### config.mk
export PLATFORM = sky130hd
export DESIGN_NAME = zigzag_row_reorder
export DESIGN_NICKNAME = d
export VERILOG_FILES = /design/src/zzr_pkg.sv /design/src/zzr_mem.sv /design/src/zzr_seq.sv /design/src/zigzag_row_reorder.sv
export SDC_FILE = /design/constraint.sdc
export NUM_CORES = 1
export LEC_CHECK = 0
export ABC_AREA = 1
export ABC_CLOCK_PERIOD_IN_PS = 5400
export BUFFER_PORTS_ARGS = -buffer_cell sky130_fd_sc_hd__buf_4
export CORE_MARGIN = 3
export CORE_UTILIZATION = 60
export CTS_CLUSTER_DIAMETER = 150
export DETAILED_ROUTE_END_ITERATION = 10
export PLACE_DENSITY = 0.8
export SETUP_SLACK_MARGIN = 0.15
export SYNTH_ARGS = -nofsm -noshare
export SYNTH_HDL_FRONTEND = slang
export SYNTH_SLANG_ARGS = --single-unit
### constraint.sdc
create_clock -name clk_i -period 5.4 [get_ports clk_i]
set_input_delay 0.81 -clock clk_i [delete_from_list [all_inputs] [get_ports clk_i]]
set_output_delay 0.81 -clock clk_i [all_outputs]
set_load 0.02 [all_outputs]
### src/zzr_pkg.sv
// Shared constants and types for the zigzag row reorder block.
package zzr_pkg;

  localparam int unsigned MAX_LENGTH_DEF = 64;
  localparam int unsigned SYM_W          = 8;
  localparam int unsigned ROW_W          = 7;
  localparam int unsigned CYC_W          = 8;

  typedef struct packed {
    logic valid;
    logic last;
    logic flag;
  } rd_ctrl_t;

endpackage

### src/zzr_mem.sv
// Message buffer: one write port, one registered read port.
module zzr_mem #(
  parameter int unsigned MAX_LENGTH = zzr_pkg::MAX_LENGTH_DEF,
  localparam int unsigned ADDR_W    = $clog2(MAX_LENGTH)
) (
  input  logic                     clk_i,
  input  logic                     we_i,
  input  logic [ADDR_W-1:0]        waddr_i,
  input  logic [zzr_pkg::SYM_W-1:0] wdata_i,
  input  logic                     re_i,
  input  logic [ADDR_W-1:0]        raddr_i,
  output logic [zzr_pkg::SYM_W-1:0] rdata_o
);

  logic [zzr_pkg::SYM_W-1:0] mem [MAX_LENGTH];
  logic [zzr_pkg::SYM_W-1:0] rdata_q;

  always_ff @(posedge clk_i) begin
    if (we_i) begin
      mem[waddr_i] <= wdata_i;
    end
  end

  always_ff @(posedge clk_i) begin
    if (re_i) begin
      rdata_q <= mem[raddr_i];
    end
  end

  assign rdata_o = rdata_q;

endmodule

### src/zzr_seq.sv
// Load counter and zigzag address sequencer around one shared position adder.
module zzr_seq #(
  parameter int unsigned MAX_LENGTH = zzr_pkg::MAX_LENGTH_DEF,
  localparam int unsigned ADDR_W    = $clog2(MAX_LENGTH)
) (
  input  logic                      clk_i,
  input  logic                      rst_ni,
  input  logic                      start_i,
  input  logic                      end_of_message_i,
  input  logic [zzr_pkg::ROW_W-1:0] row_count_i,
  output logic                      busy_o,
  output logic                      wr_en_o,
  output logic [ADDR_W-1:0]         wr_addr_o,
  output zzr_pkg::rd_ctrl_t         rd_o,
  output logic [ADDR_W-1:0]         rd_addr_o
);

  localparam int unsigned LEN_W = $clog2(MAX_LENGTH + 1);
  localparam int unsigned POS_W = $clog2(MAX_LENGTH + 2 ** zzr_pkg::CYC_W);
  localparam logic [LEN_W-1:0] MaxLen = LEN_W'(MAX_LENGTH);

  typedef enum logic {
    IDLE,
    EMIT
  } state_e;

  state_e                      state_q;
  logic [LEN_W-1:0]            len_q;
  logic [LEN_W-1:0]            cnt_q;
  logic                        ovf_q;
  logic                        flag_q;
  logic                        ph_q;
  logic [zzr_pkg::ROW_W-1:0]   r_q;
  logic [zzr_pkg::ROW_W-1:0]   last_row_q;
  logic [zzr_pkg::CYC_W-1:0]   cyc_q;
  logic [POS_W-1:0]            base_q;

  logic                        accept;
  logic                        full;
  logic [zzr_pkg::ROW_W-1:0]   rows_eff;
  logic [zzr_pkg::CYC_W-1:0]   cyc_new;
  logic [POS_W-1:0]            off;
  logic [POS_W-1:0]            pos;
  logic                        hit;
  logic                        is_last;
  logic                        mid_row;

  assign accept   = start_i && (state_q == IDLE);
  assign full     = (len_q == MaxLen);
  assign rows_eff = (row_count_i == '0) ? zzr_pkg::ROW_W'(1) : row_count_i;
  assign cyc_new  = (rows_eff == zzr_pkg::ROW_W'(1)) ? zzr_pkg::CYC_W'(1)
                  : zzr_pkg::CYC_W'({rows_eff, 1'b0} - 8'd2);

  assign off     = ph_q ? (POS_W'(cyc_q) - POS_W'(r_q)) : POS_W'(r_q);
  assign pos     = base_q + off;
  assign hit     = (state_q == EMIT) && (pos < POS_W'(len_q));
  assign is_last = ((cnt_q + LEN_W'(1)) == len_q);
  assign mid_row = (r_q != '0) && (r_q != last_row_q);

  assign busy_o    = (state_q != IDLE);
  assign wr_en_o   = accept && !full;
  assign wr_addr_o = len_q[ADDR_W-1:0];
  assign rd_o      = '{valid: hit, last: is_last, flag: flag_q};
  assign rd_addr_o = pos[ADDR_W-1:0];

  always_ff @(posedge clk_i or negedge rst_ni) begin
    if (!rst_ni) begin
      state_q    <= IDLE;
      len_q      <= '0;
      cnt_q      <= '0;
      ovf_q      <= 1'b0;
      flag_q     <= 1'b0;
      ph_q       <= 1'b0;
      r_q        <= '0;
      last_row_q <= '0;
      cyc_q      <= '0;
      base_q     <= '0;
    end else begin
      case (state_q)
        IDLE: begin
          if (accept) begin
            if (!full) begin
              len_q <= len_q + LEN_W'(1);
            end else begin
              ovf_q <= 1'b1;
            end
            if (end_of_message_i) begin
              state_q    <= EMIT;
              flag_q     <= ovf_q || full;
              cnt_q      <= '0;
              ph_q       <= 1'b0;
              r_q        <= '0;
              base_q     <= '0;
              cyc_q      <= cyc_new;
              last_row_q <= rows_eff - zzr_pkg::ROW_W'(1);
            end
          end
        end
        EMIT: begin
          if (hit) begin
            cnt_q <= cnt_q + LEN_W'(1);
          end
          if (hit && is_last) begin
            state_q <= IDLE;
            len_q   <= '0;
            ovf_q   <= 1'b0;
          end else if (ph_q) begin
            ph_q   <= 1'b0;
            base_q <= base_q + POS_W'(cyc_q);
          end else if (!hit) begin
            r_q    <= r_q + zzr_pkg::ROW_W'(1);
            base_q <= '0;
          end else if (mid_row) begin
            ph_q <= 1'b1;
          end else begin
            base_q <= base_q + POS_W'(cyc_q);
          end
        end
        default: begin
          state_q <= IDLE;
        end
      endcase
    end
  end

endmodule

### src/zigzag_row_reorder.sv
// Top level of the zigzag row reorder block: config register, buffer, sequencer, output.
//
// Bytes load at one per cycle while busy_o is low. The word marked end_of_message
// starts the run: busy_o rises and the sequencer steps one candidate position per
// cycle through its shared position adder. Each word appears on out_symbol_o for
// exactly one cycle with strobe_o high, in the cycle after its buffer read; the
// receiver cannot stall and must take every strobed word. Bytes beyond MAX_LENGTH
// are dropped and overflowed_o is set on every word of that run. row_count_i is
// stored when row_count_we_i is high; the stored value is sampled at the start of
// each run.
module zigzag_row_reorder #(
  parameter int unsigned MAX_LENGTH = zzr_pkg::MAX_LENGTH_DEF
) (
  input  logic                      clk_i,
  input  logic                      rst_ni,
  input  logic                      start_i,
  output logic                      busy_o,
  input  logic [zzr_pkg::SYM_W-1:0] symbol_i,
  input  logic                      end_of_message_i,
  input  logic                      row_count_we_i,
  input  logic [zzr_pkg::ROW_W-1:0] row_count_i,
  output logic                      strobe_o,
  output logic [zzr_pkg::SYM_W-1:0] out_symbol_o,
  output logic                      out_last_o,
  output logic                      overflowed_o
);

  localparam int unsigned ADDR_W = $clog2(MAX_LENGTH);

  logic [zzr_pkg::ROW_W-1:0] row_count_q;
  logic                      wr_en;
  logic [ADDR_W-1:0]         wr_addr;
  logic [ADDR_W-1:0]         rd_addr;
  zzr_pkg::rd_ctrl_t         rd;
  zzr_pkg::rd_ctrl_t         out_q;

  always_ff @(posedge clk_i or negedge rst_ni) begin
    if (!rst_ni) begin
      row_count_q <= zzr_pkg::ROW_W'(1);
      out_q       <= '0;
    end else begin
      if (row_count_we_i) begin
        row_count_q <= row_count_i;
      end
      out_q <= rd;
    end
  end

  zzr_seq #(
    .MAX_LENGTH(MAX_LENGTH)
  ) u_seq (
    .clk_i           (clk_i),
    .rst_ni          (rst_ni),
    .start_i         (start_i),
    .end_of_message_i(end_of_message_i),
    .row_count_i     (row_count_q),
    .busy_o          (busy_o),
    .wr_en_o         (wr_en),
    .wr_addr_o       (wr_addr),
    .rd_o            (rd),
    .rd_addr_o       (rd_addr)
  );

  zzr_mem #(
    .MAX_LENGTH(MAX_LENGTH)
  ) u_mem (
    .clk_i  (clk_i),
    .we_i   (wr_en),
    .waddr_i(wr_addr),
    .wdata_i(symbol_i),
    .re_i   (rd.valid),
    .raddr_i(rd_addr),
    .rdata_o(out_symbol_o)
  );

  assign strobe_o     = out_q.valid;
  assign out_last_o   = out_q.last;
  assign overflowed_o = out_q.flag;

endmodule
==> reports/results.txt <==
fraction of registers with async set/reset = 10.2%
xor/xnor share of the synthesized area = 1.12%
Final period util = 91.3%
Worst path max stage delay = 0.46 ns
Setup TNS Final = 0 ns
Congestion Overflow GR = 0
CP startpoint = u_seq.r_q[0]$_DFFE_PN0P_
status = finished clean
first-pass GRT wire length = 93.2 mm
die area = 43900 sq um
Top cell by count, worst path = nand2_1
Area Growth Syn to Fin = 9.88%
Routed wire per std cell = 22.3 um
Mapped Nets = 2213
port buffer count = 31
Ys Warns = 0
boundary pin count = 32
slew margin rel. = 32.0%
Remaining DRCs = 0
Post-Synth Simple-Gate Area = 13.9%
Critical Path RT = 5.95 ns
total clock sinks = 579
Post-Synth Adder-Cell Area = 2.10%
largest net degree at the start of global routing = 129
Initial Util = 61.7%
Synth Register Bits = 579
Worst Setup End Kind = register
CTS root buffer = clkbuf_16
Post-Synthesis Cells = 2153
Clk Latency, worst-skew pair = 0.61 ns
Max-cap violations = 0
commonest non-fill, non-tap cell in the layout = edfxtp_1
placer congestion estimate = 0.974
final antenna-violating net count = 0
vias in the first global route = 16600
Post-DP HPWL = 35.0 mm
Hold Crit Class = primary input to async pin
Syn Area/Cell = 11.5 sq um
Iter 0 DRT Violations = 2388
CP max-delay cell = dfrtp_1
Achievable Freq = 203 MHz
layout cells sized above 1 = 7.69%
Pins Over Slew Limit = 0
die height = 210 um
Vias/cell = 6.38
critical path arrival = 5.48 ns
final WL = 60.5 mm
largest family of logic cells by synthesized area = simple AND/OR/NAND/NOR gates
worst clock skew = 0.0200 ns
Final Hold Vio Count = 0
Netlist Area Pre-Place = 24900 sq um
most frequent cells in the layout = 520 x edfxtp_1, 355 x nor2_1, 291 x nand2_1
TritonCTS clock tree = done
final net count = 2197
Startpoint Class = register
core area = 40300 sq um
hold buffer count at cts = 0
clock-pin transition on the worst setup and hold timing paths = 0.06 ns
Via Count = 17300
post-synthesis mux area share = 0.0906%
maximum root-to-sink buffer count = 3
diodes inserted = 0
CP Class = register to register
CP max FO = 19
Netlist cell types = 48
H-tree Lvls = 2
post-synthesis sequential area ratio = 68.8%
DRT Pass-1 Iters = 6
initial antenna violation count = 0
total track usage = 27.2%
Compound-Gate Fraction of Synth Area = 10.7%
Post-synth EDFFs = 520
Final setup viols = 0
row count = 73
Worst Tran Pin Value = 1.02 ns
RSZ-0062 raised after global routing = no
Die Width = 210 um
Num CTS Buffers = 55
fin crit period = 4.93 ns
top_reg_cell synth = edfxtp_1
reg2reg start = u_seq.r_q[0]$_DFFE_PN0P_
[routing by layer]
layer / part of all wire, % / routed length, um / track usage (%) / vias up
met3: 10 / 6100 / 5.38 / 151
met1: 38 / 23100 / 37.6 / 8375
met5: 0 / 0 / 0 / -
li1: - / - / - / 7743
met2: 48 / 29200 / 43.4 / 1024
met4: 3.6 / 2160 / 10.2 / 0
[synthesized netlist by cell type, types with 12 or more instances]
cell / number / area, sq um
dfrtp_1: 58 / 1450
nand2_1: 291 / 1090
clkbuf_1: 75 / 282
nand3_1: 140 / 701
ha_1: 37 / 463
edfxtp_1: 520 / 15600
nand4_1: 19 / 119
xor2_1: 18 / 158
o22ai_1: 100 / 626
inv_1: 63 / 236
a21oi_1: 21 / 105
xnor2_1: 12 / 105
buf_2: 32 / 160
nor2_1: 355 / 1330
o21ai_0: 287 / 1440
o221ai_1: 32 / 280
[cell families (layout without fill, tap and decap cells)]
group | after synthesis | in the layout
compound gates | 470 | 470
xor+xnor | 31 | 31
fa+ha+maj | 40 | 40
buf+inv | 200 | 231
flops | 579 | 579
mux | 2 | 2
simple gates | 831 | 831
[stage by stage]
stage               area [sq um]  std cells  setup WS (ns)  utilization [%]  hold WS [ns]
detailed placement         25500       2605          0.412             63.2         0.359
CTS                        27300       2709          0.384             67.8         0.271
finish                     27300       2709          0.467             67.8         0.281
global route               27300       2709          0.180             67.8         0.309
global placement           25500       2605          0.587             63.2         0.370
floorplan                  24900       2153           1.11                -         0.354
[cell type report]
| cell class | count | area [sq um] |
|---|---|---|
| Timing Repair Buffer | 50 | 438 |
| Sequential cell | 579 | 17100 |
| Clock inverter | 34 | 347 |
| Inverter | 77 | 299 |
| Fill cell | 2750 | 13000 |
| Clock buffer | 70 | 1490 |
| Tap cell | 525 | 657 |
| Multi-Input combinational cell | 1374 | 6990 |
[repair_timing]
item                       in CTS  in global routing
setup buffers                   0                  0
resized for setup               0                  5
setup endpoints to repair       0                 16
[worst max-delay path: cells and delay by family, from the launching register on]
kind | cells | cell delay (ns)
DFF | 1 | 0.46
buffers and inverters | 4 | 0.57
and+or+nand+nor | 11 | 1.37
adders and majority gates | 4 | 1.31
AOI/OAI and AO/OA | 6 | 0.89
xor gates and xnor gates | 1 | 0.25
[registers in the layout, indices dropped and copies added, names as in the netlist]
name	count
row_count_q	7
u_seq.r_q	7
strobe_o	1
u_seq.last_row_q	7
u_seq.cyc_q	8
u_seq.ovf_q	1
u_seq.len_q	7
out_last_o	1
u_seq.ph_q	1
u_seq.base_q	9
u_mem.mem	512
u_mem.rdata_o	8
overflowed_o	1
u_seq.busy_o	1
u_seq.flag_q	1
u_seq.cnt_q	7
[final timing paths]
path | end | slack [ns] | cells past startpoint
min in group clk_i | overflowed_o$_DFF_PN0_ | 0.37 | 0
min reg2reg | overflowed_o$_DFF_PN0_ | 0.37 | 0
max reg2reg | u_seq.base_q[6]$_DFFE_PN0P_ | 0.47 | 26
min | row_count_q[1]$_DFFE_PN0P_ | 0.28 | 1
max in group asynchronous | u_seq.len_q[4]$_DFFE_PN0P_ | 4.63 | 1
max | u_seq.base_q[6]$_DFFE_PN0P_ | 0.47 | 26
Power is not shown: default switching activity piles up to over one toggle a cycle in this logic, so the estimate is an artifact.
